## src/sv/lobm_ram.sv

```systemverilog
// Generic single-write, single-read RAM with registered read data.
module lobm_ram #(
  parameter int unsigned WIDTH = 96,
  parameter int unsigned DEPTH = 16
) (
  input  logic                     clk,
  input  logic                     we,
  input  logic [$clog2(DEPTH)-1:0] waddr,
  input  logic [WIDTH-1:0]         wdata,
  input  logic [$clog2(DEPTH)-1:0] raddr,
  output logic [WIDTH-1:0]         rdata
);
  logic [WIDTH-1:0] mem [DEPTH];

  always_ff @(posedge clk) begin
    if (we) begin
      mem[waddr] <= wdata;
    end
    rdata <= mem[raddr];
  end
endmodule

```

## config.mk

```make
export PLATFORM = sky130hd
export DESIGN_NAME = lobm_ram
export DESIGN_NICKNAME = d
export VERILOG_FILES = /design/src/sv/lobm_ram.sv
export SDC_FILE = /design/constraint.sdc
export NUM_CORES = 1
export LEC_CHECK = 0
export BUFFER_PORTS_ARGS = -buffer_cell sky130_fd_sc_hd__buf_2
export CAP_MARGIN = 20
export CORE_ASPECT_RATIO = 0.5
export CORE_MARGIN = 5
export CORE_UTILIZATION = 29
export DETAILED_ROUTE_END_ITERATION = 8
export GPL_TIMING_DRIVEN = 0
export PLACE_DENSITY = 0.53
export SLEW_MARGIN = 40
export SYNTH_ARGS = -nofsm -noshare
export SYNTH_HDL_FRONTEND = slang
export SYNTH_SLANG_ARGS = --single-unit
export TNS_END_PERCENT = 50
```

## constraint.sdc

```tcl
create_clock -name clk -period 21.5 [get_ports clk]
set_clock_uncertainty 0.2 [all_clocks]
set_input_delay 1.075 -clock clk [delete_from_list [all_inputs] [get_ports clk]]
set_output_delay 1.075 -clock clk [all_outputs]
set_load 0.05 [all_outputs]
```

-- Word-level counts from Yosys, hierarchy flattened
Memory sizes are Yosys's and may differ from the RTL's. A register that Yosys moved wholly into a read port is not among the register bits.
Cells that the tools add are included.
- register bits after elaboration: 0
- memory bits (writable): 1536
- input bits: 106
- output and inout bits: 96
- word-level logic and storage cells: 3
- memories kept: 1
- mux-type cells: 2
- memory list (memory ; words ; bits a word ; rd ports ; clocked after memory_dff ; wr ports ; RTL line ; RTL):
    mem ; 16 ; 96 ; 1 ; 1 ; 1 ; 13 ; logic [WIDTH-1:0] mem [DEPTH];
- operators with widths (operator ; count):
    $mux W1 ; 2

-- Depth between registers and ports, before layout
Gate-level depths: netlist of run 1.
- word-level depth: 2
- mapped depth: 6
- mapped depth without buffers: 3

-- Worst setup path after synthesis of run 1
OpenSTA, ideal clock, no wires.
- kind: input port to flip-flop
- start point: in waddr[2]
- end point: mem mem[0][0] (enable)
- library setup time: 670 ps
- data arrival time: 8083 ps
- required time: 20630 ps
- setup slack: 12547 ps
- cell stages on the path: 2
- buffers on the path: 0
- cell sequence: or3b_2 nor3_1
- RTL lines (item ; RTL line ; RTL):
    from (decl) ; 8 ; input logic [$clog2(DEPTH)-1:0] waddr,
    to (decl) ; 13 ;
No word-level cell before the write port.

-- Worst setup path after layout of run 1
- start point: in waddr[3]
- end point: mem mem[4][16] (enable)
No word-level cell before the write port.

==> results by group, run 1 <==
Status
  – Status: finished, final reports clean

Timing
  – Relative slew slack: 39.8%
  – Setup TNS: 0 ns
  – Maximum clock frequency: between 200 and 300 MHz
  – Minimum clock period after layout: about 3.3 ns
  – Worst-Margin Slew: between 0.9 and 1 ns
  – # setup viols final: 0
  – Final slew viol count: 0
  – Final period utilization: roughly 16%
  – Fin. Hold Viols: 0
  – Worst setup slack after layout: ~18 ns
  – RSZ-0062 raised after global routing: no

CTS
  – Root buf cell: clkbuf_16
  – Hold-fix buffers, CTS: 0
  – TritonCTS Buffers: 160
  – CTS resizes: 0
  – Clk_lat worst skew: between 0.7 and 0.8 ns
  – CTS tree: yes
  – CTS max path bufs: 3
  – Reg clk slew, reported paths: 0.06 ns
  – Clock sinks: around 1600
  – H-Tree Depth: 4
  – Setup bufs post-CTS: 0

Placed design
  – Buffers on Ports: just under 200
  – Post-DP HPWL: 96900 um
  – Post-placement cell count: between 5000 and 6000
  – Placed inst area: roughly 67000 sq um
  – RD Place Congestion: just under 0.7
  – Place WS: about 17 ns

Global route
  – Vias in the first global route: around 29000
  – Pin count of the biggest net entering global routing: 17
  – Antenna violations before repair: 33
  – Tot GR Track Use: between 10% and 20%
  – First-pass GRT wire length: between 200000 and 250000 um
  – GR Overflow Total: 0

Synth
  – Post-Syn Instances: 2460
  – Synth top area cells: edfxtp_1 78%, mux4_2 15%, dfxtp_1 3.2%
  – Number of synthesized flops with an enable pin: around 1500
  – Synth top area share: roughly 78%
  – Post-Syn Area: 59400 sq um
  – Cell taking the most area after synthesis: edfxtp_1
  – Synth Register Bits: 1632
  – YS warnings: 0
  – Most common cell in the netlist: edfxtp_1
  – Most frequent cells after synthesis: 1536 x edfxtp_1, 384 x mux4_2, 192 x a22oi_1
  – Syn nets: approximately 2600
  – Yosys cell types: 18
  – Ys async rst share: 0%
  – Synth Flop Type: edfxtp_1
  – Syn_area_per_cell: between 20 and 25 sq um
  – Sequential share of the synthesized area: around four fifths

Setup path
  – Worst setup EP type: flop
  – Crit path top cell by count: buf_4
  – WP data required: between 20 and 25 ns
  – Worst-path fanout max: 7
  – Critical-path cell list: buf_2 -> nand3b_1 -> nor3_2 -> buf_4 -> buf_4 -> buf_2 -> buf_4 -> buf_2 -> buf_4 -> buf_4 -> buf_4 -> buf_4
  – Delay-heaviest family, CP: buffers and inverters
  – CP max stage cell: nand3b_1
  – Max stage delay on crit path: about 0.38 ns
  – Crit Path Category: input pin to flop
  – CP Launch Type: input pin
  – Worst Path Arrival: between 3 and 4 ns
  – WP buf/inv: 10

Cells and area
  – Fin cells: roughly 5900
  – Syn-to-layout area delta: 21.1%
  – Fin nets: around 3100
  – Layout cells sized above 1: 34.2%
  – Design Area, Final: a little over 70000 sq um

Routing
  – Drt first pass iters: 5
  – Routed WL: around 140000 um
  – WL/cell: ~25 um
  – Via/cell ratio: 4.70
  – # DRC: 0
  – Iter 0 DRT Violations: 2566
  – Final antenna-violating net count: 0
  – Via count: 27687

Worst hold path
  – Hold crit path type: flop to flop

Die
  – Core box area: ~200000 sq um
  – Die area: 214000 sq um
  – Row Count: ~120
  – Starting Density: around 30%
  – Ports: between 200 and 250
  – Die Span X: 650 um
  – Die Y: between 300 and 400 um

Power
  – Worst vdd ir: approximately 0.089 mV
  – Power density cells: slightly above 90 nW/um^2
  – Leakage: about 0.023 uW

Flow run
  – Max Cap Viol: 0
[where the power goes]
part | switching, uW | internal [uW]
clock | 1140 | 1580
combinational | 269 | 142
sequential | 24.2 | 3560
[cell type report]
cell class	count	area (sq um)
well taps	2737	3420
clock buffers	249	4670
fillers	18777	132000
plain buffers	129	752
diodes	6	15.0
repair buffers	395	3880
multi-input cells	699	10700
flip-flops and latches	1632	48000
clock inverters	44	413
[sequential cells by signal, indices dropped and copies added (netlist names)]
name / cells
mem: 1536
rdata: 96
[placed cells by master (no fill, tap or decap)]
cell type / instances
nor2b_1: 2
buf_6: 25
nand2b_1: 2
clkbuf_2: 18
and2_1: 1
clkinv_2: 14
buf_1: 25
buf_16: 57
nand3b_1: 2
or3b_2: 1
clkbuf_16: 169
buf_4: 74
dfxtp_1: 96
edfxtp_1: 1536
diode_2: 6
nor2_2: 1
buf_8: 46
nor3_2: 4
clkinv_1: 18
nor2_4: 12
nand3_1: 1
bufinv_16: 8
mux4_2: 384
buf_2: 246
clkbuf_8: 14
clkbuf_1: 99
a22oi_1: 192
nand2_1: 97
inv_6: 4
[stage by stage]
stage,hold slack [ns],power [uW],util [%]
3_3_place_gp,0.455,4050,31.3
6_report,0.467,6710,35.3
4_1_cts,0.411,6780,35.3
3_5_place_dp,0.458,4070,32.8
2_1_floorplan,0.435,3890,-
5_1_grt,0.439,6940,35.3
[cell families after synthesis]
family / count (synthesis) / share of synthesized area (%)
and+or+nand+nor: 123 / 0.831
AOI/OAI and AO/OA: 192 / 2.43
DFF: 1632 / 80.9
muxes: 384 / 14.6
buffers and inverters: 129 / 1.22
[final timing paths]
kind / start / to / slack [ns] / depth (start not counted)
hold / removal: mem[12][83]$_DFFE_PP_ / rdata[83]$_DFF_P_ / 0.47 / 3
hold reg to reg: mem[12][83]$_DFFE_PP_ / rdata[83]$_DFF_P_ / 0.47 / 3
setup / recovery: waddr[3] / mem[4][16]$_DFFE_PP_ / 18.16 / 12
setup reg to reg: mem[10][71]$_DFFE_PP_ / rdata[71]$_DFF_P_ / 19.86 / 3
[worst min-delay path: cells and delay by family (launching register included)]
family | cells | cell delay (ns)
multiplexers | 1 | 0.22
AO/OA/AOI/OAI | 1 | 0.06
flip-flops | 1 | 0.31
AND/OR/NAND/NOR | 1 | 0.06
[metal layers]
layer	vias up	track usage [%]	share of wire, %
li1	11706	-	-
met1	14972	16.9	41
met2	756	23.6	52
met3	251	2.03	4.7
met4	2	4.07	2.5
met5	-	0	0.0076
(Power assumes the default switching activity.)
==> run 2: changes to the inputs <==
Clock period 21.5 ns to 3.45 ns, I/O delays scaled along.
==> run 2 against run 1 <==
Utilization increased by 0.54 points. Register-to-register slack got worse by 18 ns. Cell area increased by 1.5%. Clock-buffer cell count decreased by 2. Critical endpoint is now mem[0][56]$_DFFE_PP_. Largest cell class unchanged. Largest power group unchanged. Highest routed layer unchanged.
==> results by group, run 2 (same netlist as run 1, synthesis figures left out) <==
Routing
  – Via/cell ratio: 4.68 (-0.32%)
  – Routed WL: 146000 um (+1.0%)
  – Drt first pass iters: 5 (unchanged)
  – Final antenna-violating net count: 0 (unchanged)
  – WL/cell: 24.5 um (-0.39%)
  – Iter 0 DRT Violations: 2698 (+5.1%)
  – Via count: 27992 (+1.1%)
  – # DRC: 0 (unchanged)

Setup path
  – Max stage delay on crit path: 0.91 ns (+0.53 ns)
  – Crit Path Category: input pin to flop
  – Worst setup EP type: flop
  – Worst-path fanout max: 9 (+2)
  – Crit path top cell by count: buf_6
  – CP Launch Type: input pin
  – WP buf/inv: 7 (-3)
  – Delay-heaviest family, CP: buffers and inverters
  – CP max stage cell: dlygate4sd3_1
  – Worst Path Arrival: 3.27 ns (-0.34 ns)
  – Critical-path cell list: dlygate4sd3_1 -> buf_2 -> or3b_4 -> nor3_4 -> dlygate4sd3_1 -> buf_6 -> buf_6 -> buf_6 -> buf_6
  – WP data required: 3.72 ns (-18.05 ns)

Die
  – Row Count: 117 (unchanged)
  – Die Y: 330 um (unchanged)
  – Starting Density: 29.2% (unchanged)
  – Ports: 202 (unchanged)
  – Core box area: 203000 sq um (unchanged)
  – Die Span X: 650 um (unchanged)
  – Die area: 214000 sq um (unchanged)

CTS
  – Setup bufs post-CTS: 0 (unchanged)
  – Clk_lat worst skew: 0.77 ns (about the same)
  – CTS max path bufs: 3 (unchanged)
  – Reg clk slew, reported paths: 0.06 ns (about the same)
  – TritonCTS Buffers: 161 (+0.63%)
  – H-Tree Depth: 4 (unchanged)
  – Clock sinks: 1632 (unchanged)
  – CTS tree: yes
  – Root buf cell: clkbuf_16

Placed design
  – Placed inst area: 66600 sq um (-0.30%)
  – RD Place Congestion: 0.683 (-1.0%)
  – Place WS: 0.586 ns (-16.79 ns)
  – Buffers on Ports: 199 (unchanged)
  – Post-DP HPWL: 98300 um (+1.4%)

Timing
  – Final slew viol count: 0 (unchanged)
  – Relative slew slack: 40.9% (+1.1 points)
  – # setup viols final: 0 (unchanged)
  – Minimum clock period after layout: roughly 3 ns
  – RSZ-0062 raised after global routing: no
  – Worst setup slack after layout: 0.448 ns (-17.71 ns)
  – Maximum clock frequency: roughly 330 MHz
  – Fin. Hold Viols: 0 (unchanged)
  – Setup TNS: 0 ns (unchanged)
  – Worst-Margin Slew: 0.887 ns (-0.0164 ns)
  – Final period utilization: around 87%

Global route
  – Pin count of the biggest net entering global routing: 17 (unchanged)
  – First-pass GRT wire length: 209000 um (+0.59%)
  – Vias in the first global route: 29347 (+0.46%)
  – Tot GR Track Use: 13.5% (+0.16 points)
  – GR Overflow Total: 0 (unchanged)
  – Antenna violations before repair: 17 (-48%)

Cells and area
  – Layout cells sized above 1: 33.3% (-0.88 points)
  – Final core utilization: 35.9% (+0.54 points)
  – Syn-to-layout area delta: 23.0%
  – Most frequent cells in the layout: 1536 x edfxtp_1, 384 x mux4_2, 215 x buf_2, 192 x a22oi_1, 171 x clkbuf_16
  – Top Registers: mem (1536), rdata (96)
  – Fin nets: 3198 (+2.4%)
  – Commonest non-fill, non-tap cell in the layout: edfxtp_1
  – Design Area, Final: 73000 sq um (+1.5%)
  – Max reg flops: 1536 (unchanged)
  – Biggest register: mem

Power
  – Internal power: 33400 uW (+530%)
  – Leakage: 0.0235 uW (+1.6%)
  – Clk pwr share: 41.1% (+0.6 points)
  – Worst vdd ir: 0.527 mV (+490%)
  – Total power: 42400 uW (+530%)
  – Sequential share of power: 52.6% (-0.7 points)
  – Switch share: 21.3% (+0.049 points)
  – Sw power: 9040 uW (+530%)
  – Power density cells: 581 nW/um^2 (+520%)
  – Combinational share of power: 6.3% (+0.2 points)

Worst hold path
  – Hold crit path type: input pin to flop

Status
  – Status: finished, final reports clean

Flow run
  – Max Cap Viol: 0 (unchanged)
[run 2: changes by cell type in the layout (fill, tap and decap cells not counted), moves of 10 or more]
cell | previous run | this run
buf_16 | 57 | 36
buf_2 | 246 | 215
buf_4 | 74 | 31
buf_6 | 25 | 64
buf_8 | 46 | 74
clkbuf_1 | 99 | 80
clkbuf_8 | 14 | 27
clkinv_2 | 14 | 24
dlygate4sd3_1 | 0 | 105
[run 2: worst min-delay path, stage by stage]
cell	delay, ns
buf_2	0.15
clkbuf_2	0.29
mux4_2	0.30
a22oi_1	0.08
nand2_1	0.06
[run 2: timing repair]
item	4_1_cts	5_1_grt
hold buffers	105	0
endpoints found under the hold margin	1720	0
gates resized for setup	0	0
[run 2: final cells by class]
cell class,instances,area [sq um]
Timing Repair Buffer,469,4720
Buffer,129,757
Antenna cell,10,25.0
Fill cell,18598,130000
Multi-Input combinational cell,699,10700
Tap cell,2737,3420
Clock buffer,247,4830
Clock inverter,52,462
Sequential cell,1632,48000
[run 2: final timing paths]
path | startpoint | to | slack [ns] | depth (start not counted)
worst max-delay path | we | mem[0][56]$_DFFE_PP_ | 0.45 | 9
worst min register to register | mem[15][47]$_DFFE_PP_ | rdata[47]$_DFF_P_ | 0.46 | 3
worst min-delay path | raddr[1] | rdata[5]$_DFF_P_ | 0.11 | 5
worst max register to register | mem[3][65]$_DFFE_PP_ | rdata[65]$_DFF_P_ | 1.86 | 3
[run 2: per-layer routing]
metal | global-route usage [%] | wire, um | share of wire (%)
met5 | 0 | 12 | 0.0082
met4 | 3.67 | 3090 | 2.1
met3 | 2.12 | 7980 | 5.5
met2 | 22.6 | 72700 | 50
met1 | 18.3 | 62500 | 43
[run 2: stage by stage]
| stage | hold slack (ns) | std cells |
|---|---|---|
| finish | 0.106 | 5975 |
| detailed placement | 0.356 | 5559 |
| floorplan | 0.0714 | 2460 |
| global route | 0.0994 | 5970 |
| global placement | 0.332 | 5396 |
| CTS | 0.0523 | 5963 |
[run 2: power by group through the flow]
| stage | sequential (uW) | combinational (uW) | clock (uW) |
|---|---|---|---|
| 2_1_floorplan | 23200 | 1060 | 0 |
| 3_3_place_gp | 22800 | 2450 | 0 |
| 3_5_place_dp | 22700 | 2610 | 0 |
| 4_1_cts | 22300 | 2730 | 17800 |
| 5_1_grt | 22300 | 2840 | 18600 |
| 6_report | 22300 | 2670 | 17400 |
